### config.mk
export PLATFORM = sky130hd
export DESIGN_NAME = cdm_cfg
export DESIGN_NICKNAME = d
export VERILOG_FILES = /design/src/rtl/cdm_pkg.sv /design/src/rtl/cdm_cfg.sv
export SDC_FILE = /design/constraint.sdc
export NUM_CORES = 1
export LEC_CHECK = 0
export BUFFER_PORTS_ARGS = -buffer_cell sky130_fd_sc_hd__buf_2
export CAP_MARGIN = 30
export CORE_MARGIN = 2
export CORE_UTILIZATION = 44
export DETAILED_ROUTE_END_ITERATION = 8
export PLACE_DENSITY = 0.71
export RECOVER_POWER = 100
export SKIP_LAST_GASP = 1
export SLEW_MARGIN = 20
export SYNTH_ARGS = -nofsm -noshare
export SYNTH_HDL_FRONTEND = slang
export SYNTH_SLANG_ARGS = --single-unit
### constraint.sdc
create_clock -name clk -period 7.5 [get_ports clk]
set_input_delay 2.25 -clock clk [delete_from_list [all_inputs] [get_ports clk]]
set_output_delay 2.25 -clock clk [all_outputs]
set_load 0.02 [all_outputs]
### src/rtl/cdm_pkg.sv
`timescale 1ns / 1ps

package cdm_pkg;

  // sample and delay line geometry
  localparam int SAMPLE_W    = 24;
  localparam int DELAY_DEPTH = 1024;
  localparam int ADDR_W      = $clog2(DELAY_DEPTH);
  localparam int CNT_W       = $clog2(DELAY_DEPTH + 1);

  // fixed point formats
  localparam int DLY_W      = 18;
  localparam int DLY_FRAC   = 8;
  localparam int DINT_W     = DLY_W - DLY_FRAC + 1;
  localparam int PHASE_W    = 25;
  localparam int PHASE_FRAC = 22;
  localparam int STEP_W     = 21;
  localparam int GAIN_W     = 16;
  localparam int GAIN_FRAC  = 15;

  // configuration port
  localparam int CFG_IDX_W  = 3;
  localparam int CFG_DATA_W = 21;

  localparam logic [CFG_IDX_W-1:0] REG_BASE_DELAY    = 3'd0;
  localparam logic [CFG_IDX_W-1:0] REG_MOD_DEPTH     = 3'd1;
  localparam logic [CFG_IDX_W-1:0] REG_LFO_STEP      = 3'd2;
  localparam logic [CFG_IDX_W-1:0] REG_FEEDBACK_GAIN = 3'd3;
  localparam logic [CFG_IDX_W-1:0] REG_OUT_GAIN      = 3'd4;

  localparam logic [DLY_W-1:0]  RST_BASE_DELAY    = 18'd74035;
  localparam logic [DLY_W-1:0]  RST_MOD_DEPTH     = 18'd66632;
  localparam logic [STEP_W-1:0] RST_LFO_STEP      = 21'd105;
  localparam logic [GAIN_W-1:0] RST_FEEDBACK_GAIN = 16'd6554;
  localparam logic [GAIN_W-1:0] RST_OUT_GAIN      = 16'd16384;

  localparam logic [STEP_W-1:0] STEP_MAX = 21'd1048576;
  localparam logic [GAIN_W-1:0] GAIN_MAX = 16'd32768;

  // effective settings after clamping
  typedef struct packed {
    logic [DLY_W-1:0]  base_delay;
    logic [DLY_W-1:0]  depth;
    logic [STEP_W-1:0] step;
    logic [GAIN_W-1:0] fb_gain;
    logic [GAIN_W-1:0] out_gain;
  } cdm_cfg_t;

  function automatic logic signed [SAMPLE_W-1:0] sat_sample(
    input logic signed [SAMPLE_W+2:0] v
  );
    logic signed [SAMPLE_W+2:0] hi;
    logic signed [SAMPLE_W+2:0] lo;
    hi = {4'b0000, {(SAMPLE_W-1){1'b1}}};
    lo = ~hi;
    if (v > hi) begin
      return hi[SAMPLE_W-1:0];
    end else if (v < lo) begin
      return lo[SAMPLE_W-1:0];
    end
    return v[SAMPLE_W-1:0];
  endfunction

endpackage

### src/rtl/cdm_cfg.sv
`timescale 1ns / 1ps

module cdm_cfg (
  input  logic                         clk,
  input  logic                         rst_n,
  input  logic                         cfg_we,
  input  logic [cdm_pkg::CFG_IDX_W-1:0]  cfg_index,
  input  logic [cdm_pkg::CFG_DATA_W-1:0] cfg_wdata,
  output cdm_pkg::cdm_cfg_t            cfg
);
  import cdm_pkg::*;

  logic [DLY_W-1:0]  base_delay_r;
  logic [DLY_W-1:0]  mod_depth_r;
  logic [STEP_W-1:0] lfo_step_r;
  logic [GAIN_W-1:0] fb_gain_r;
  logic [GAIN_W-1:0] out_gain_r;

  always_ff @(posedge clk) begin
    if (!rst_n) begin
      base_delay_r <= RST_BASE_DELAY;
      mod_depth_r  <= RST_MOD_DEPTH;
      lfo_step_r   <= RST_LFO_STEP;
      fb_gain_r    <= RST_FEEDBACK_GAIN;
      out_gain_r   <= RST_OUT_GAIN;
    end else if (cfg_we) begin
      case (cfg_index)
        REG_BASE_DELAY:    base_delay_r <= cfg_wdata[DLY_W-1:0];
        REG_MOD_DEPTH:     mod_depth_r  <= cfg_wdata[DLY_W-1:0];
        REG_LFO_STEP:      lfo_step_r   <= cfg_wdata[STEP_W-1:0];
        REG_FEEDBACK_GAIN: fb_gain_r    <= cfg_wdata[GAIN_W-1:0];
        REG_OUT_GAIN:      out_gain_r   <= cfg_wdata[GAIN_W-1:0];
        default: ;
      endcase
    end
  end

  // depth never exceeds the centre delay, so the delay stays non-negative
  always_comb begin
    cfg.base_delay = base_delay_r;
    cfg.depth      = (mod_depth_r < base_delay_r) ? mod_depth_r : base_delay_r;
    cfg.step       = (lfo_step_r > STEP_MAX) ? STEP_MAX : lfo_step_r;
    cfg.fb_gain    = (fb_gain_r > GAIN_MAX) ? GAIN_MAX : fb_gain_r;
    cfg.out_gain   = (out_gain_r > GAIN_MAX) ? GAIN_MAX : out_gain_r;
  end

endmodule

# == Word level (Yosys, flattened, before mapping) ==
# Index checks and enable logic that the tools add are counted.
# totals
ff_bits,89
inputBits,27
out_inout_bits,89
elab_cells,23
# op_classes
order_cmp,4
eq_ne,4
mux,4
n_reduce_logical,6
# op_table
cell,count
16-bit greater-than comparator (second input constant),2
16-bit 2-to-1 mux,2
21-bit greater-than comparator (second input constant),1
21-bit 2-to-1 mux,1
18-bit < comparator,1
18-bit 2-to-1 mux,1
2-bit AND reduction,5
3-bit by 2-bit == test with 1-bit output (second input constant),2
3-bit by 1-bit == test with 1-bit output (second input constant),1
3-bit == test (second input constant),1
3-bit logical NOT,1

# == Depth between registers and ports, before layout ==
# logic_depth
word_depth,2
ltp_mapped,10
depth_no_buf,7

# == Worst setup path before layout ==
# OpenSTA, ideal clock, no wires.
# synth_timing
path_type,reg2out
start,register base_delay_r[7]
end,output port cfg[60] (netlist name)
arrival_ns,2.273
required_time_ns,5.250
setup_slack_ns,2.977
stages_incl_launch_ff,11
path_cell_list,dfxtp_1 > inv_1 > ha_1 > a211oi_2 > nor2_1 > or3_1 > buf_6 > o21a_1 > buf_6 > buf_12 > o211ai_2
# synth_rtl
item,line_no,source
from (decl),cdm_cfg.sv:13,logic [DLY_W-1:0] base_delay_r;
from (signal assigned),cdm_cfg.sv:28,REG_BASE_DELAY: base_delay_r <= cfg_wdata[DLY_W-1:0];
to (decl),cdm_cfg.sv:9,output cdm_pkg::cdm_cfg_t cfg

==> flow_metrics.env <==
export IMPL_nets=741
export IMPL_synth_seq_area_share_pct=38.2
export IMPL_switching_share_pct=29.2
export IMPL_startpoint="base_delay_r[7]"
export IMPL_hpwl_um=9540
export IMPL_async_flop_share_pct=0
export IMPL_initial_utilization_pct=45.2
export IMPL_rsz0062_at_grt="no"
export IMPL_start_kind="register"
export IMPL_clk_path_buf_depth=2
export IMPL_p_comb_share_pct=14.2
export IMPL_drt_pass1_iter_count=5
export IMPL_finalHoldViolCount=0
export IMPL_wl_um=13400
export IMPL_fmax_ghz=0.184
export IMPL_yosys_area_top_type="dfxtp_1"
export IMPL_leakage_nw=2.04
export IMPL_port_buffer_count=115
export IMPL_p_switching_uw=281
export IMPL_worstRegToRegCells=2
export IMPL_grt_use_met3_pct=4.07
export IMPL_fin_crit_sh_pct=72.5
export IMPL_max_slew_margin_pct=11.2
export IMPL_grt_max_degree=90
export IMPL_antenna_found_initial=0
export IMPL_root_buffer="clkbuf_8"
export IMPL_grt_pass1_wl_um=21200
export IMPL_cap_violations=0
export IMPL_synth_cell_area_sq_um=4670
export IMPL_internal_power_uw=682
export IMPL_worstHoldPathCells=2
export IMPL_r2r_end="fb_gain_r[15]"
export IMPL_final_setup_viol_count=0
export IMPL_power_density_nw_per_um2=181
export IMPL_num_vias=4501
export IMPL_numCtsBuffers=9
export IMPL_cts_tree="done"
export IMPL_drive_gt1_share_pct=9.99
export IMPL_die_w_um=107
export IMPL_synth_area_leaders="dfxtp_1 (38%), nand2_1 (17%), a21boi_0 (11%), nor2b_1 (5.2%), o211ai_1 (5.1%)"
export IMPL_finalPower_uw=963
export IMPL_ys_ff_latch=89
export IMPL_synth_cells=609
export IMPL_ios=116
export IMPL_clkPwrFrac_pct=34.3
export IMPL_postCtsSetupBuffers=0
export IMPL_drt_initial_drc_count=258
export IMPL_grt_pass1_vias=4165
export IMPL_synth_ff_type="dfxtp_1"
export IMPL_crit_path_max_fanout=19
export IMPL_fillers=1043
export IMPL_pwr_share_seq_pct=51.5
export IMPL_synth_nets=653
export IMPL_path_class="register to primary output"
export IMPL_die_h_um=107
export IMPL_vdd_drop_max_mv=0.0894
export IMPL_netlist_area_leader_share_pct=38.2
export IMPL_coreArea_sq_um=10300
export IMPL_timing_rr_start="fb_gain_r[15]"
export IMPL_outcome="finished clean"
export IMPL_postCtsHoldBufs=0
export IMPL_row_count=37
export IMPL_crit_end="cfg[60]"
export IMPL_synth_most_common_cell="nand2_1"
export IMPL_period_needed_ns=5.44
export IMPL_synth_common_cells="nand2_1 (213), dfxtp_1 (89), a21boi_0 (66), nor2b_1 (39), clkbuf_1 (35)"
export IMPL_finalSetupTns_ns=0
export IMPL_grt_util_all_layers_pct=23.6
export IMPL_clkTransAtPathRegs_ns=0.09
export IMPL_grt_overflow_total=0
export IMPL_syn_area_per_cell_sq_um=7.67
export IMPL_worst_slew_pin_slew_ns=1.33
export IMPL_routedWlPerCell_um=16.1
export IMPL_area_growth_pct=14.3
export IMPL_hp_class="register to register"
export IMPL_post_route_drc_count=0
export IMPL_dpl_cell_area_sq_um=5250
export IMPL_synthDistinctLibCells=34
export IMPL_skew_ns=0
export IMPL_use_met2_pct=38.5
export IMPL_diodes=0
export IMPL_grt_use_met1_pct=32.0
export IMPL_fin_area_sq_um=5330
export IMPL_ctsHtreeMaxLevel=3
export IMPL_cp_arrival_ns=3.19
export IMPL_r2r_slack_ns=6.59
export IMPL_clk_latency_ns=0.36
export IMPL_yosysWarningCount=0
export IMPL_synth_edff_count=0
export IMPL_vias_per_cell=5.38
export IMPL_drtAntennaViolNets=0
export IMPL_globalplace_congestion=0.963
export IMPL_required_ns=5.25
export IMPL_cp_end_kind="primary output"
export IMPL_clock_sinks=89
export IMPL_slew_violations=0
export IMPL_die_area_sq_um=11400
export IMPL_busiest_layer="met2"
export IMPL_cts_resized=0
==> per-layer routing <==
layer / vias up / wire (um)
met2: 149 / 6310
met5: - / 0
li1: 2218 / -
met1: 2114 / 6000
met3: 20 / 884
met4: 0 / 257
==> kinds of logic (layout without fill, tap and decap cells) <==
kind of cell | count (synthesis) | in the layout | share of synthesized area, %
and+or+nand+nor | 315 | 315 | 30.3
AOI/OAI and AO/OA | 125 | 125 | 21.1
DFF | 89 | 89 | 38.2
buffers and inverters | 63 | 155 | 5.87
adders and majority gates | 17 | 17 | 4.56
==> stage by stage <==
stage	util (%)	instances	hold WS, ns	setup WS (ns)
floorplan	-	609	0.443	2.98
global placement	50.7	819	0.463	2.38
detailed placement	50.8	821	0.475	2.32
CTS	52.7	836	0.489	1.93
global route	51.7	837	0.519	1.86
finish	51.7	837	0.485	2.06
==> flip-flops by register name (all words and copies together) (netlist names) <==
| signal | count |
|---|---|
| base_delay_r | 18 |
| fb_gain_r | 16 |
| lfo_step_r | 21 |
| mod_depth_r | 18 |
| out_gain_r | 16 |
==> critical path: stages (launching register included) <==
cell and delay (ns):
dfxtp_1 0.42, inv_1 0.07, ha_1 0.33, nand4_1 0.17, a211oi_1 0.21, or3_1 0.54, o21a_1 0.68, o211ai_1 0.22
buf_2 0.20
==> placed cells by master, fill, tap and decap left out, drive strengths merged, types with 2 or more instances in the layout <==
| cell type | n |
|---|---|
| a211oi | 4 |
| a21boi | 67 |
| a21oi | 4 |
| a41oi | 3 |
| and2 | 13 |
| and3 | 2 |
| buf | 45 |
| clkbuf | 84 |
| clkinvlp | 2 |
| dfxtp | 89 |
| ha | 17 |
| inv | 22 |
| nand2 | 213 |
| nand3 | 22 |
| nand4 | 2 |
| nor2 | 3 |
| nor2b | 39 |
| nor3 | 4 |
| nor4 | 11 |
| o211ai | 42 |
| o21ai | 3 |
==> worst min path at each step <==
stage | from | endpoint | slack (ns)
4_1_cts | lfo_step_r[18] | lfo_step_r[18] | 0.49
2_1_floorplan | out_gain_r[8] | out_gain_r[8] | 0.44
5_1_grt | fb_gain_r[7] | fb_gain_r[7] | 0.52
6_report | lfo_step_r[18] | lfo_step_r[18] | 0.49
3_3_place_gp | out_gain_r[10] | out_gain_r[10] | 0.46
3_5_place_dp | lfo_step_r[18] | lfo_step_r[18] | 0.47
==> power by group through the flow <==
stage / Sequential (mW) / Clock [mW] / Combinational, mW
2_1_floorplan: 0.505 / 0 / 0.0907
5_1_grt: 0.498 / 0.355 / 0.149
3_3_place_gp: 0.506 / 0 / 0.138
4_1_cts: 0.496 / 0.336 / 0.142
6_report: 0.496 / 0.330 / 0.137
3_5_place_dp: 0.507 / 0 / 0.142
==> cell type report <==
type | count | area, sq um | share of cell area [%]
clock buffer | 9 | 124 | 2.32
multi-input combinational | 457 | 2590 | 48.6
clock inverter | 6 | 67.6 | 1.27
inverter | 20 | 75.1 | 1.41
sequential | 89 | 1780 | 33.4
tap | 136 | 170 | 3.19
timing repair buffer | 120 | 523 | 9.81
(Power assumes the default switching activity.)
