File: config.mk
export PLATFORM = sky130hd
export DESIGN_NAME = cdm_lfo
export DESIGN_NICKNAME = d
export VERILOG_FILES = /design/src/rtl/cdm_pkg.sv /design/src/rtl/cdm_lfo.sv
export SDC_FILE = /design/constraint.sdc
export NUM_CORES = 1
export LEC_CHECK = 0
export BUFFER_PORTS_ARGS = -buffer_cell sky130_fd_sc_hd__buf_2
export CAP_MARGIN = 5
export CORE_UTILIZATION = 55
export DETAILED_ROUTE_END_ITERATION = 16
export PLACE_DENSITY_LB_ADDON = 0.05
export SETUP_SLACK_MARGIN = 0.1
export SYNTH_ARGS = -nofsm -noshare
export SYNTH_HDL_FRONTEND = slang
export SYNTH_SLANG_ARGS = --single-unit
File: constraint.sdc
create_clock -name clk -period 13 [get_ports clk]
set_input_delay 1.3 -clock clk [delete_from_list [all_inputs] [get_ports clk]]
set_output_delay 1.3 -clock clk [all_outputs]
set_load 0.02 [all_outputs]
File: src/rtl/cdm_pkg.sv
`timescale 1ns / 1ps

package cdm_pkg;

  // sample and delay line geometry
  localparam int SAMPLE_W    = 24;
  localparam int DELAY_DEPTH = 1024;
  localparam int ADDR_W      = $clog2(DELAY_DEPTH);
  localparam int CNT_W       = $clog2(DELAY_DEPTH + 1);

  // fixed point formats
  localparam int DLY_W      = 18;
  localparam int DLY_FRAC   = 8;
  localparam int DINT_W     = DLY_W - DLY_FRAC + 1;
  localparam int PHASE_W    = 25;
  localparam int PHASE_FRAC = 22;
  localparam int STEP_W     = 21;
  localparam int GAIN_W     = 16;
  localparam int GAIN_FRAC  = 15;

  // configuration port
  localparam int CFG_IDX_W  = 3;
  localparam int CFG_DATA_W = 21;

  localparam logic [CFG_IDX_W-1:0] REG_BASE_DELAY    = 3'd0;
  localparam logic [CFG_IDX_W-1:0] REG_MOD_DEPTH     = 3'd1;
  localparam logic [CFG_IDX_W-1:0] REG_LFO_STEP      = 3'd2;
  localparam logic [CFG_IDX_W-1:0] REG_FEEDBACK_GAIN = 3'd3;
  localparam logic [CFG_IDX_W-1:0] REG_OUT_GAIN      = 3'd4;

  localparam logic [DLY_W-1:0]  RST_BASE_DELAY    = 18'd74035;
  localparam logic [DLY_W-1:0]  RST_MOD_DEPTH     = 18'd66632;
  localparam logic [STEP_W-1:0] RST_LFO_STEP      = 21'd105;
  localparam logic [GAIN_W-1:0] RST_FEEDBACK_GAIN = 16'd6554;
  localparam logic [GAIN_W-1:0] RST_OUT_GAIN      = 16'd16384;

  localparam logic [STEP_W-1:0] STEP_MAX = 21'd1048576;
  localparam logic [GAIN_W-1:0] GAIN_MAX = 16'd32768;

  // effective settings after clamping
  typedef struct packed {
    logic [DLY_W-1:0]  base_delay;
    logic [DLY_W-1:0]  depth;
    logic [STEP_W-1:0] step;
    logic [GAIN_W-1:0] fb_gain;
    logic [GAIN_W-1:0] out_gain;
  } cdm_cfg_t;

  function automatic logic signed [SAMPLE_W-1:0] sat_sample(
    input logic signed [SAMPLE_W+2:0] v
  );
    logic signed [SAMPLE_W+2:0] hi;
    logic signed [SAMPLE_W+2:0] lo;
    hi = {4'b0000, {(SAMPLE_W-1){1'b1}}};
    lo = ~hi;
    if (v > hi) begin
      return hi[SAMPLE_W-1:0];
    end else if (v < lo) begin
      return lo[SAMPLE_W-1:0];
    end
    return v[SAMPLE_W-1:0];
  endfunction

endpackage

File: src/rtl/cdm_lfo.sv
`timescale 1ns / 1ps

module cdm_lfo (
  input  logic                              clk,
  input  logic                              rst_n,
  input  logic                              advance,
  input  logic [cdm_pkg::STEP_W-1:0]         step,
  output logic signed [cdm_pkg::PHASE_W-1:0] phase
);
  import cdm_pkg::*;

  localparam logic signed [PHASE_W-1:0] ONE     = PHASE_W'(2**PHASE_FRAC);
  localparam logic signed [PHASE_W-1:0] TWO     = PHASE_W'(2**(PHASE_FRAC+1));
  localparam logic signed [PHASE_W-1:0] NEG_ONE = -ONE;
  localparam logic signed [PHASE_W-1:0] NEG_TWO = -TWO;

  logic signed [PHASE_W-1:0] phase_r, phase_nxt;
  logic                      falling_r, falling_nxt;
  logic signed [PHASE_W-1:0] step_s;
  logic signed [PHASE_W-1:0] sum;

  always_comb begin
    step_s      = $signed(PHASE_W'(step));
    sum         = falling_r ? (phase_r - step_s) : (phase_r + step_s);
    phase_nxt   = sum;
    falling_nxt = falling_r;
    // reflect at the bounds and turn around
    if (sum > ONE) begin
      phase_nxt   = TWO - sum;
      falling_nxt = !falling_r;
    end else if (sum < NEG_ONE) begin
      phase_nxt   = NEG_TWO - sum;
      falling_nxt = !falling_r;
    end
  end

  always_ff @(posedge clk) begin
    if (!rst_n) begin
      phase_r   <= '0;
      falling_r <= 1'b0;
    end else if (advance) begin
      phase_r   <= phase_nxt;
      falling_r <= falling_nxt;
    end
  end

  assign phase = phase_r;

  a_phase_bound: assert property (@(posedge clk) disable iff (!rst_n)
    phase_r <= ONE && phase_r >= NEG_ONE)
    else $error("lfo phase left [-1, 1]");

endmodule
-- Word level (Yosys, flattened, before mapping)
Cells that the tools add are included.
- add/subtract/negate cells: 4
- $lt $le $gt $ge: 2
- mux-type cells: 5
- reductions and logical operators: 3
- operators by type and width (cell ; number):
    25-bit two-way mux ; 3
    25-bit by 22-bit adder with 25-bit output ; 1
    25-bit by 24-bit > comparator with 1-bit output (second input constant) ; 1
    25-bit by 23-bit less-than comparator with 1-bit output (second input constant) ; 1
    24-bit by 25-bit subtractor with 25-bit output (first input constant) ; 1
    25-bit by 22-bit subtractor with 25-bit output ; 1
    25-bit subtractor (first input constant) ; 1
    1-bit two-way mux ; 2
    2-bit AND reduction ; 1
    2-bit nonzero test ; 1
    1-bit logical NOT ; 1
- bits in registers: 26
- input bits: 24
- output and inout bits: 25
- logic and storage cells: 16

-- Depth between registers and ports, before layout
Gate-level depths: netlist (run 1).
- depth in word-level cells: 5
- gate-level depth with buffers: 22
- depth with buffers taken out: 18

-- Worst setup path after synthesis (run 1)
No wires, ideal clock.
- kind: in2reg
- start: in step[0] (netlist name)
- end: reg phase_r[13] (netlist: phase[13])
- library setup time: 117 ps
- arrival: 5333 ps
- required time: 12883 ps
- setup slack: 7550 ps
- cell stages on the path: 20
- buffers on the path: 2
- path through: inv_1 -> ha_1 -> nor4b_1 -> and4bb_4 -> and2_1 -> a31oi_1 -> xnor2_1 -> ha_1 -> clkbuf_1 -> a21o_1 -> a21o_1 -> a21oi_1 -> mux2_2 -> a311oi_2 -> a21o_1 -> buf_6 -> mux2_4 -> o21ai_4 -> or3_1 -> a32o_1
- word-level cells in the longest chain between the ends: 5
- elaborated cells between the ends (all ways): 9
- those cells by class: 4 x add/sub; 2 x order compare; 3 x mux
- ends and longest elaborated chain (element ; RTL line ; RTL):
    start: declaration ; cdm_lfo.sv:7 ; input logic [cdm_pkg::STEP_W-1:0] step,
    25-bit by 22-bit adder with 25-bit output or 25-bit by 22-bit subtractor with 25-bit output (tied branches) ; cdm_lfo.sv:24 ; sum = falling_r ? (phase_r - step_s) : (phase_r + step_s);
    25-bit two-way mux * ; cdm_lfo.sv:24 ;
    24-bit by 25-bit subtractor with 25-bit output or 25-bit by 23-bit less-than comparator with 1-bit output (tied branches) ; cdm_lfo.sv:32, cdm_lfo.sv:31 ;
    25-bit two-way mux ; cdm_lfo.sv:31 ; end else if (sum < NEG_ONE) begin
    25-bit two-way mux * ; cdm_lfo.sv:28 ; if (sum > ONE) begin
    end signal: assignment ; cdm_lfo.sv:42 ; phase_r <= phase_nxt;
    end: declaration ; cdm_lfo.sv:17 ; logic signed [PHASE_W-1:0] phase_r, phase_nxt;
Mark *: on every way between the ends. The rest lies on a longest branch, timed or not.
A chain may end at the register's enable or synchronous reset.

-- Worst setup path after layout (run 1)
- start: in step[0] (netlist name)
- end: reg phase_r[8] (netlist: phase[8])
The elaborated chain is that of the path after synthesis.

==> results.sh, run 1 <==
export IMPL_nNetsFinal=580
export IMPL_drtAntennaViolNets=0
export IMPL_worst_slew_pin_transition_ns=1.07
export IMPL_worstSkewPairLatency_ns=0.28
export IMPL_worstHoldPathCells=2
export IMPL_count_of_state_elements_after_synthesis=26
export IMPL_overflow_left_after_global_routing=0
export IMPL_synth_warnings=0
export IMPL_drv_max_cap_violation_count=0
export IMPL_reg2reg_slack_ns=7.88
export IMPL_top_layer_used="met4"
export IMPL_synth_enable_flop_cells=0
export IMPL_initial_core_utilization_pct=57.8
export IMPL_critical_path_startpoint="step[0]"
export IMPL_timing_critical_path_to_type="register"
export IMPL_gp_congestion=0.977
export IMPL_met3WireLength_um=885
export IMPL_timing_max_slew_rel_slack_pct=28.6
export IMPL_setup_total_negative_slack_ns=0
export IMPL_post_synth_top_area_fraction_pct=14.0
export IMPL_worst_r2r_endpoint="phase[8]"
export IMPL_vias=4026
export IMPL_initial_antenna_violation_count=0
export IMPL_worstPathArrival_ns=6.38
export IMPL_synth_area_per_cell_um2=7.48
export IMPL_syn_to_final_growth_pct=6.87
export IMPL_tritoncts_num_buffers=3
export IMPL_cts_max_path_buffers=2
export IMPL_timing_hold_ws_ns=0.497
export IMPL_detailed_place_hpwl_um=9050
export IMPL_failed_checks="DRC"
export IMPL_ctsHtreeMaxLevel=1
export IMPL_finalSetupViolations=0
export IMPL_detail_route_wirelength_um=11300
export IMPL_global_route_usage_total_pct=31.9
export IMPL_place_worst_setup_slack_ns=6.62
export IMPL_remaining_drc_errors=2
export IMPL_timing_hold_worst_endpoint="phase[9]"
export IMPL_synthesis_nets=551
export IMPL_initialDrtViolationCount=349
export IMPL_synthDistinctLibCells=76
export IMPL_post_synth_instance_area_mm2=0.00373
export IMPL_post_cts_resized=0
export IMPL_min_from="phase[9]"
export IMPL_timing_critical_path_required_ns=13.18
export IMPL_finalCriticalPeriod_ns=6.21
export IMPL_grt_start_max_net_pins=28
export IMPL_netlist_instances=499
export IMPL_run_status="complete, but fails checks"
export IMPL_die_area_mm2=0.00712
export IMPL_detailedRoute_firstPassIterationCount=11
export IMPL_synth_top_area_cell="sky130_fd_sc_hd__dfxtp_1"
export IMPL_postLayoutSetupSlackWorst_ns=6.79
export IMPL_final_setup_skew_ns=0.00533
export IMPL_tritoncts="built"
export IMPL_n_fill_cell=619
export IMPL_vias_in_the_first_global_route=3731
export IMPL_start_kind="primary input"
export IMPL_postCtsHoldBufs=0
export IMPL_seq_total_area_yosys_pct=14.0
export IMPL_wl_met1_um=5120
export IMPL_asyncSetResetFlopFracSynth_pct=0
export IMPL_post_cts_setup_buffers=0
export IMPL_timing_hold_worst_class="register to register"
export IMPL_timing_worst_setup_path_type="primary input to register"
export IMPL_worst_setup_hold_path_clk_slew_ns=0.09
export IMPL_wl_met2_um=5030
export IMPL_die_width_um=84.4
export IMPL_final_max_slew_viol_count=0
export IMPL_clock_tree_root_cell="sky130_fd_sc_hd__clkbuf_8"
export IMPL_route_detailed_wl_per_inst_um=18.8
export IMPL_grt_setup_unrepaired="no"
export IMPL_crit_path_max_fanout=27
export IMPL_hold_violations=0
export IMPL_source_of_the_worst_register_to_register_timing_path="falling_r"
export IMPL_floorplan_rows=29
export IMPL_chipHeight_um=84.4
export IMPL_synth_top_cells_by_area="sky130_fd_sc_hd__dfxtp_1 (14%), sky130_fd_sc_hd__ha_1 (9.1%), sky130_fd_sc_hd__xnor2_1 (6.6%), sky130_fd_sc_hd__a21oi_1 (5.0%), sky130_fd_sc_hd__nor2_1 (4.4%)"
export IMPL_avgViaCountPerCell=6.68
export IMPL_port_buffers=48
export IMPL_layout_worst_path_cycle_share_pct=47.8
export IMPL_antenna_diode_instance_count=0
export IMPL_achievable_frequency_mhz=161
export IMPL_r2r_cells=12
export IMPL_dominantRegCellSynth="sky130_fd_sc_hd__dfxtp_1"
export IMPL_core_mm2=0.00646
export IMPL_post_route_cells_drive_above_1_share_pct=16.0
export IMPL_grt_first_pass_wirelength_um=18200
export IMPL_io_pin_count=49
export IMPL_cts_sinks=26
==> stage by stage <==
stage          cell area (µm²)  std cells  util (%)
6_report                  3990        603      61.7
4_1_cts                   3990        603      61.7
5_1_grt                   3990        603      61.7
3_5_place_dp              3950        600      61.1
2_1_floorplan             3730        499         -
3_3_place_gp              3950        600      61.1
==> Yosys cell counts, drive strengths merged, types with 4 or more instances <==
| cell type | instances |
|---|---|
| a21oi | 42 |
| dfxtp | 26 |
| nor3 | 20 |
| nand2 | 31 |
| xnor2 | 29 |
| clkbuf | 14 |
| or4 | 6 |
| nand4 | 11 |
| nor4 | 6 |
| nor2 | 44 |
| and3 | 5 |
| a32oi | 4 |
| nor3b | 4 |
| or3 | 12 |
| xor2 | 9 |
| nand3 | 19 |
| o31ai | 4 |
| a21o | 9 |
| a311oi | 4 |
| buf | 10 |
| nand2b | 8 |
| ha | 27 |
| and2 | 9 |
| o211ai | 14 |
| a211oi | 9 |
| o21a | 6 |
| a31oi | 10 |
| inv | 20 |
| o21ai | 40 |
==> layout make-up <==
type | count | area, µm² | area share (%)
flip-flops and latches | 26 | 520 | 13.1
inverters | 20 | 75.1 | 1.88
repair buffers | 48 | 240 | 6.02
clock buffers | 3 | 41.3 | 1.04
multi-input cells | 429 | 3010 | 75.6
well taps | 77 | 96.3 | 2.42
==> cell usage in the layout, fill, tap and decap left out, types with 4 or more instances in the layout <==
cell type,count
sky130_fd_sc_hd__buf_2,48
sky130_fd_sc_hd__nor2_1,44
sky130_fd_sc_hd__a21oi_1,37
sky130_fd_sc_hd__nand2_1,31
sky130_fd_sc_hd__xnor2_1,28
sky130_fd_sc_hd__o21ai_0,28
sky130_fd_sc_hd__ha_1,27
sky130_fd_sc_hd__dfxtp_1,26
sky130_fd_sc_hd__inv_1,20
sky130_fd_sc_hd__nand3_1,19
sky130_fd_sc_hd__nor3_1,18
sky130_fd_sc_hd__o211ai_1,12
sky130_fd_sc_hd__or3_1,12
sky130_fd_sc_hd__a21o_1,9
sky130_fd_sc_hd__and2_1,9
sky130_fd_sc_hd__a31oi_1,9
sky130_fd_sc_hd__xor2_1,9
sky130_fd_sc_hd__o21ai_1,9
sky130_fd_sc_hd__nand4_1,9
sky130_fd_sc_hd__a211oi_1,9
sky130_fd_sc_hd__nand2b_1,8
sky130_fd_sc_hd__or4_1,6
sky130_fd_sc_hd__o21a_1,6
sky130_fd_sc_hd__and3_1,5
sky130_fd_sc_hd__nor4_1,5
sky130_fd_sc_hd__nor3b_1,4
sky130_fd_sc_hd__a21oi_2,4
sky130_fd_sc_hd__a32oi_1,4
==> worst max path at each step <==
stage / endpoint / depth (start not counted) / slack [ns]
floorplan: phase[13] / 20 / 7.55
global placement: phase[8] / 19 / 6.78
detailed placement: phase[8] / 19 / 6.62
CTS: phase[8] / 19 / 6.87
global route: phase[13] / 19 / 6.55
finish: phase[8] / 19 / 6.79
==> metal layers <==
metal	global-route usage, %	up-vias
li1	-	1942
met1	44.2	1888
met2	50.6	170
met3	5.01	26
met4	10.5	0
met5	0	-
==> cells by family (layout without fill, tap and decap cells) <==
kind of cell	Yosys count	in the layout	synth area share [%]
multiplexers	6	6	1.81
buffers and inverters	44	71	5.26
AO/OA/AOI/OAI	168	168	32.3
flip-flops	26	26	14.0
XOR/XNOR	38	38	9.12
AND/OR/NAND/NOR	189	189	28.0
adder cells (fa/ha/maj)	28	28	9.59
==> sequential cells by signal (all words and copies together), names as in the netlist <==
| register | flops |
|---|---|
| falling_r | 1 |
| phase | 25 |
==> worst max-delay path, stage by stage <==
cell and delay [ns]:
sky130_fd_sc_hd__buf_2 0.11, sky130_fd_sc_hd__inv_1 0.08, sky130_fd_sc_hd__ha_1 0.16, sky130_fd_sc_hd__nor4b_1 0.49, sky130_fd_sc_hd__and4bb_4 0.36, sky130_fd_sc_hd__and2_1 0.18
sky130_fd_sc_hd__a31oi_1 0.12, sky130_fd_sc_hd__xnor2_1 0.18, sky130_fd_sc_hd__ha_1 0.42, sky130_fd_sc_hd__a21o_1 0.22, sky130_fd_sc_hd__a21o_1 0.17, sky130_fd_sc_hd__a21oi_1 0.28
sky130_fd_sc_hd__mux2_2 0.39, sky130_fd_sc_hd__a311oi_2 0.45, sky130_fd_sc_hd__a21o_1 0.33, sky130_fd_sc_hd__mux2_4 0.29, sky130_fd_sc_hd__o21ai_4 0.20, sky130_fd_sc_hd__or3_1 0.40
sky130_fd_sc_hd__a32o_1 0.25
Power of run 1 is not shown: default switching activity piles up to over one toggle a cycle in this logic, so the estimate is an artifact.
==> run 2: changes to the inputs <==
- clock period: 13 -> 6 ns (I/O delays scaled with it)
==> results.sh, run 2 (synthesized netlist as in run 1, its figures left out) <==
export IMPL_die_width_um=84.4
export IMPL_nNetsFinal=582
export IMPL_avgViaCountPerCell=6.74
export IMPL_crit_path_max_fanout=13
export IMPL_met2_usage_pct=51.6
export IMPL_grt_first_pass_wirelength_um=18800
export IMPL_detailedRoute_firstPassIterationCount=11
export IMPL_tritoncts_num_buffers=3
export IMPL_drtAntennaViolNets=0
export IMPL_die_area_mm2=0.00712
export IMPL_failed_checks="DRC"
export IMPL_worstHoldPathCells=2
export IMPL_setup_total_negative_slack_ns=0
export IMPL_chipHeight_um=84.4
export IMPL_post_cts_setup_buffers=0
export IMPL_initialDrtViolationCount=315
export IMPL_timing_critical_path_cells="buf_2 > inv_1 > ha_1 > nor4b_1 > and4bb_4 > and2_1 > a31oi_1 > xnor2_1 > ha_1 > a21o_1 > a21o_1 > a21oi_1 > mux2_2 > a311oi_2 > a21o_1 > mux2_4 > o21ai_2 > or4_1 > nand3_1"
export IMPL_critical_path_slowest_cell="sky130_fd_sc_hd__or4_1"
export IMPL_hold_violations=0
export IMPL_gp_congestion=0.945
export IMPL_overflow_left_after_global_routing=0
export IMPL_source_of_the_worst_register_to_register_timing_path="falling_r"
export IMPL_grt_start_max_net_pins=28
export IMPL_remaining_drc_errors=2
export IMPL_timing_max_slew_rel_slack_pct=25.5
export IMPL_top_usage_layer="met2"
export IMPL_clock_tree_root_cell="sky130_fd_sc_hd__clkbuf_8"
export IMPL_largest_register_ffs=25
export IMPL_timing_critical_path_to_type="register"
export IMPL_syn_to_final_growth_pct=7.68
export IMPL_ctsHtreeMaxLevel=1
export IMPL_grt_setup_unrepaired="no"
export IMPL_reg2reg_slack_ns=1.41
export IMPL_finalCriticalPeriod_ns=5.44
export IMPL_port_buffers=48
export IMPL_timing_critical_path_required_ns=6.22
export IMPL_worstSkewPairLatency_ns=0.28
export IMPL_worstPathBufferInverterCount=2
export IMPL_post_cts_resized=0
export IMPL_worst_setup_hold_path_clk_slew_ns=0.10
export IMPL_initial_core_utilization_pct=57.8
export IMPL_use_met1_pct=48.3
export IMPL_r2r_cells=13
export IMPL_post_route_cells_drive_above_1_share_pct=16.4
export IMPL_timing_hold_worst_endpoint="phase[22]"
export IMPL_run_status="complete, but fails checks"
export IMPL_finish_utilization_pct=62.2
export IMPL_floorplan_rows=29
export IMPL_io_pin_count=49
export IMPL_vias=4084
export IMPL_gr_usage_met3_pct=4.03
export IMPL_cp_top_family="compound AO/OA/AOI/OAI gates"
export IMPL_final_max_slew_viol_count=0
export IMPL_final_setup_skew_ns=0.00696
export IMPL_route_detailed_wl_per_inst_um=19.0
export IMPL_cts_max_path_buffers=2
export IMPL_worst_path_most_repeated_cell="sky130_fd_sc_hd__a21o_1"
export IMPL_achievable_frequency_mhz=184
export IMPL_detail_route_wirelength_um=11500
export IMPL_worst_r2r_endpoint="phase[12]"
export IMPL_slowest_delay_ns=0.56
export IMPL_timing_worst_setup_path_type="primary input to register"
export IMPL_final_cell_mix="sky130_fd_sc_hd__buf_2 (48), sky130_fd_sc_hd__nor2_1 (44), sky130_fd_sc_hd__a21oi_1 (37)"
export IMPL_n_fill_cell=618
export IMPL_start_kind="primary input"
export IMPL_drv_max_cap_violation_count=0
export IMPL_detailed_place_hpwl_um=9130
export IMPL_finalSetupViolations=0
export IMPL_antenna_diode_instance_count=0
export IMPL_layout_cells_most_common="sky130_fd_sc_hd__buf_2"
export IMPL_min_from="phase[22]"
export IMPL_layout_worst_path_cycle_share_pct=90.7
export IMPL_tritoncts="built"
export IMPL_global_route_usage_total_pct=32.9
export IMPL_worstPathArrival_ns=5.66
export IMPL_core_mm2=0.00646
export IMPL_vias_in_the_first_global_route=3666
export IMPL_timing_hold_ws_ns=0.486
export IMPL_cts_sinks=26
export IMPL_worst_slew_pin_transition_ns=1.11
export IMPL_postCtsHoldBufs=0
export IMPL_timing_hold_worst_class="register to register"
export IMPL_initial_antenna_violation_count=0
[run 2: changes by cell type in the layout (fill, tap and decap cells not counted), sizes merged]
| cell | change |
|---|---|
| buf | +1 |
| clkbuf | +1 |
| o21ai | +1 |
[run 2: area by class of cell]
cell class	instances	area (µm²)	area share (%)
clock buffers	4	55.1	1.37
flip-flops and latches	26	520	13.0
multi-input cells	430	3020	75.2
repair buffers	49	248	6.17
inverters	20	75.1	1.87
well taps	77	96.3	2.40
[run 2: worst max path at each step]
stage	depth (start not counted)	start	end
after floorplan	20	step[0]	phase[13]
after global placement	19	step[0]	phase[8]
after detailed placement	19	step[0]	phase[8]
after CTS	19	step[0]	phase[13]
after global routing	19	step[0]	phase[12]
final	19	step[0]	phase[15]
[run 2: metrics by stage]
stage               cell area, µm²  std cells  worst slack (ns)
floorplan                     3730        499              1.25
global placement              3950        601             0.374
detailed placement            3950        601             0.338
CTS                           4010        605             0.606
global route                  4020        606             0.212
finish                        4020        606             0.558
[run 2: worst min-delay path, cell delays in order (launching register included)]
cell and delay (ns):
sky130_fd_sc_hd__dfxtp_1 0.34, sky130_fd_sc_hd__nand2_1 0.05, sky130_fd_sc_hd__o21ai_0 0.06
[run 2: metal layers]
layer  up-vias  wire length, µm
met5         -                0
met4         0              180
met3        16              905
met2       195             5120
met1      1922             5280
li1       1951                -
Power of run 2 is left out for the same reason.
==> run 3: changes to the inputs <==
- ABC_AREA: not set -> 1
- PLACE_DENSITY: not set -> 0.8
- PLACE_DENSITY_LB_ADDON: 0.05 -> not set
==> results.sh, run 3 <==
export IMPL_overflow_left_after_global_routing=0
export IMPL_final_setup_skew_ns=0.00631
export IMPL_grt_start_max_net_pins=50
export IMPL_hold_violations=0
export IMPL_timing_max_slew_rel_slack_pct=42.9
export IMPL_start_kind="primary input"
export IMPL_synth_warnings=0
export IMPL_post_synth_top_area_fraction_pct=25.4
export IMPL_yosysMostFrequentCell="sky130_fd_sc_hd__nand2_1"
export IMPL_postCtsHoldBufs=0
export IMPL_synth_top_area_cell="sky130_fd_sc_hd__nand2_1"
export IMPL_avgViaCountPerCell=5.12
export IMPL_asyncSetResetFlopFracSynth_pct=0
export IMPL_seq_total_area_yosys_pct=11.7
export IMPL_initial_antenna_violation_count=0
export IMPL_post_cts_resized=0
export IMPL_worst_slew_pin_transition_ns=0.856
export IMPL_drtAntennaViolNets=0
export IMPL_gp_congestion=1.02
export IMPL_synth_enable_flop_cells=0
export IMPL_cts_max_path_buffers=2
export IMPL_run_status="finished clean"
export IMPL_timing_critical_path_required_ns=6.20
export IMPL_remaining_drc_errors=0
export IMPL_tritoncts="built"
export IMPL_timing_worst_setup_path_type="primary input to register"
export IMPL_setup_total_negative_slack_ns=0
export IMPL_chipHeight_um=92.1
export IMPL_die_width_um=92.1
export IMPL_post_cts_setup_buffers=0
export IMPL_place_worst_setup_slack_ns=1.18
export IMPL_cts_sinks=26
export IMPL_finalCriticalPeriod_ns=4.52
export IMPL_worst_setup_hold_path_clk_slew_ns=0.11
export IMPL_crit_path_max_fanout=33
export IMPL_layout_cells_most_common="sky130_fd_sc_hd__nand2_1"
export IMPL_detailed_place_hpwl_um=10500
export IMPL_io_pin_count=49
export IMPL_achievable_frequency_mhz=221
export IMPL_grt_first_pass_wirelength_um=21500
export IMPL_vias_in_the_first_global_route=4578
export IMPL_timing_critical_path_to_type="register"
export IMPL_initial_core_utilization_pct=57.2
export IMPL_ctsHtreeMaxLevel=1
export IMPL_initialDrtViolationCount=415
export IMPL_synth_top_cells_by_area="sky130_fd_sc_hd__nand2_1 (25%), sky130_fd_sc_hd__inv_1 (13%), sky130_fd_sc_hd__dfxtp_1 (12%), sky130_fd_sc_hd__nand3_1 (9.0%), sky130_fd_sc_hd__nor2_1 (8.7%)"
export IMPL_core_mm2=0.00781
export IMPL_synth_top_cells_by_count="sky130_fd_sc_hd__nand2_1 (302), sky130_fd_sc_hd__inv_1 (153), sky130_fd_sc_hd__nor2_1 (103)"
export IMPL_synthDistinctLibCells=36
export IMPL_worstPathArrival_ns=4.73
export IMPL_worstSkewPairLatency_ns=0.30
export IMPL_port_buffers=48
export IMPL_post_route_cells_drive_above_1_share_pct=11.0
export IMPL_post_dp_cell_area_mm2=0.00475
export IMPL_postLayoutSetupSlackWorst_ns=1.48
export IMPL_largest_register_ffs=25
export IMPL_synthesis_nets=909
export IMPL_timing_hold_worst_class="register to register"
export IMPL_detailedRoute_firstPassIterationCount=5
export IMPL_netlist_instances=857
export IMPL_detail_route_wirelength_um=12600
export IMPL_tritoncts_num_buffers=3
export IMPL_drv_max_cap_violation_count=0
export IMPL_layout_worst_path_cycle_share_pct=75.4
export IMPL_grt_setup_unrepaired="no"
export IMPL_final_max_slew_viol_count=0
export IMPL_post_synth_instance_area_mm2=0.00446
export IMPL_count_of_state_elements_after_synthesis=26
export IMPL_clock_tree_root_cell="sky130_fd_sc_hd__clkbuf_8"
export IMPL_floorplan_rows=32
export IMPL_vias=5105
export IMPL_syn_to_final_growth_pct=7.74
export IMPL_die_area_mm2=0.00848
export IMPL_global_route_usage_total_pct=31.6
export IMPL_nNetsFinal=949
export IMPL_dominantRegCellSynth="sky130_fd_sc_hd__dfxtp_1"
export IMPL_route_detailed_wl_per_inst_um=12.6
export IMPL_antenna_diode_instance_count=0
export IMPL_timing_hold_ws_ns=0.541
export IMPL_finalSetupViolations=0
export IMPL_final_cell_mix="sky130_fd_sc_hd__nand2_1 (302), sky130_fd_sc_hd__inv_1 (153), sky130_fd_sc_hd__nor2_1 (103)"
export IMPL_postLayoutCellArea_mm2=0.00481
export IMPL_synth_area_per_cell_um2=5.21
[run 3: logic make-up after synthesis]
group | share of synthesized area [%]
and+or+nand+nor | 52.5
buffers and inverters | 15.4
AOI/OAI and AO/OA | 7.51
adders and majority gates | 8.02
DFF | 11.7
xor gates and xnor gates | 4.90
[run 3: area by class of cell]
| type | instances | area (µm²) |
|---|---|---|
| fill | 842 | 3000 |
| clock buffer | 4 | 55.1 |
| sequential | 26 | 520 |
| timing repair buffer | 49 | 248 |
| multi-input combinational | 656 | 3250 |
| inverter | 161 | 604 |
| tap | 102 | 128 |
[run 3: worst paths after layout]
kind | cells past startpoint | slack (ns) | end | from
setup / recovery | 28 | 1.48 | phase[2] | step[1]
hold / removal | 2 | 0.54 | phase[24] | phase[24]
setup reg to reg | 24 | 1.98 | phase[2] | falling_r
hold reg to reg | 2 | 0.54 | phase[24] | phase[24]
[run 3: routing by layer]
layer	routed length, µm	up-vias	global-route usage (%)
met1	6160	2237	45.2
met4	129	0	6.64
met2	5580	141	52.3
met3	707	11	1.41
li1	-	2716	-
met5	0	-	0
[run 3: stage by stage]
stage,instances,util [%]
after floorplan,857,-
after CTS,998,61.6
after global placement,994,60.9
final,998,61.6
after detailed placement,994,60.9
after global routing,998,61.6
[run 3: critical path: stages]
cell	delay [ns]
sky130_fd_sc_hd__buf_2	0.11
sky130_fd_sc_hd__nor3_1	0.23
sky130_fd_sc_hd__inv_1	0.06
sky130_fd_sc_hd__nor2_1	0.13
sky130_fd_sc_hd__nand2_1	0.08
sky130_fd_sc_hd__nor3_1	0.31
sky130_fd_sc_hd__nand2_1	0.21
sky130_fd_sc_hd__o41ai_1	0.35
sky130_fd_sc_hd__xnor2_1	0.16
sky130_fd_sc_hd__inv_1	0.06
sky130_fd_sc_hd__ha_1	0.39
sky130_fd_sc_hd__nand2_1	0.10
sky130_fd_sc_hd__nor2_1	0.14
sky130_fd_sc_hd__nand2_1	0.09
sky130_fd_sc_hd__nor2_1	0.11
sky130_fd_sc_hd__nand2_1	0.08
sky130_fd_sc_hd__nand3_1	0.09
sky130_fd_sc_hd__nand2_1	0.05
sky130_fd_sc_hd__nand2_1	0.17
sky130_fd_sc_hd__inv_1	0.10
sky130_fd_sc_hd__a21oi_1	0.21
sky130_fd_sc_hd__nand2_2	0.19
sky130_fd_sc_hd__nand2_4	0.33
sky130_fd_sc_hd__nand2_1	0.09
sky130_fd_sc_hd__nand2_1	0.07
sky130_fd_sc_hd__nand3_1	0.06
sky130_fd_sc_hd__nand2_1	0.09
sky130_fd_sc_hd__inv_1	0.04
Power of run 3 is left out for the same reason.
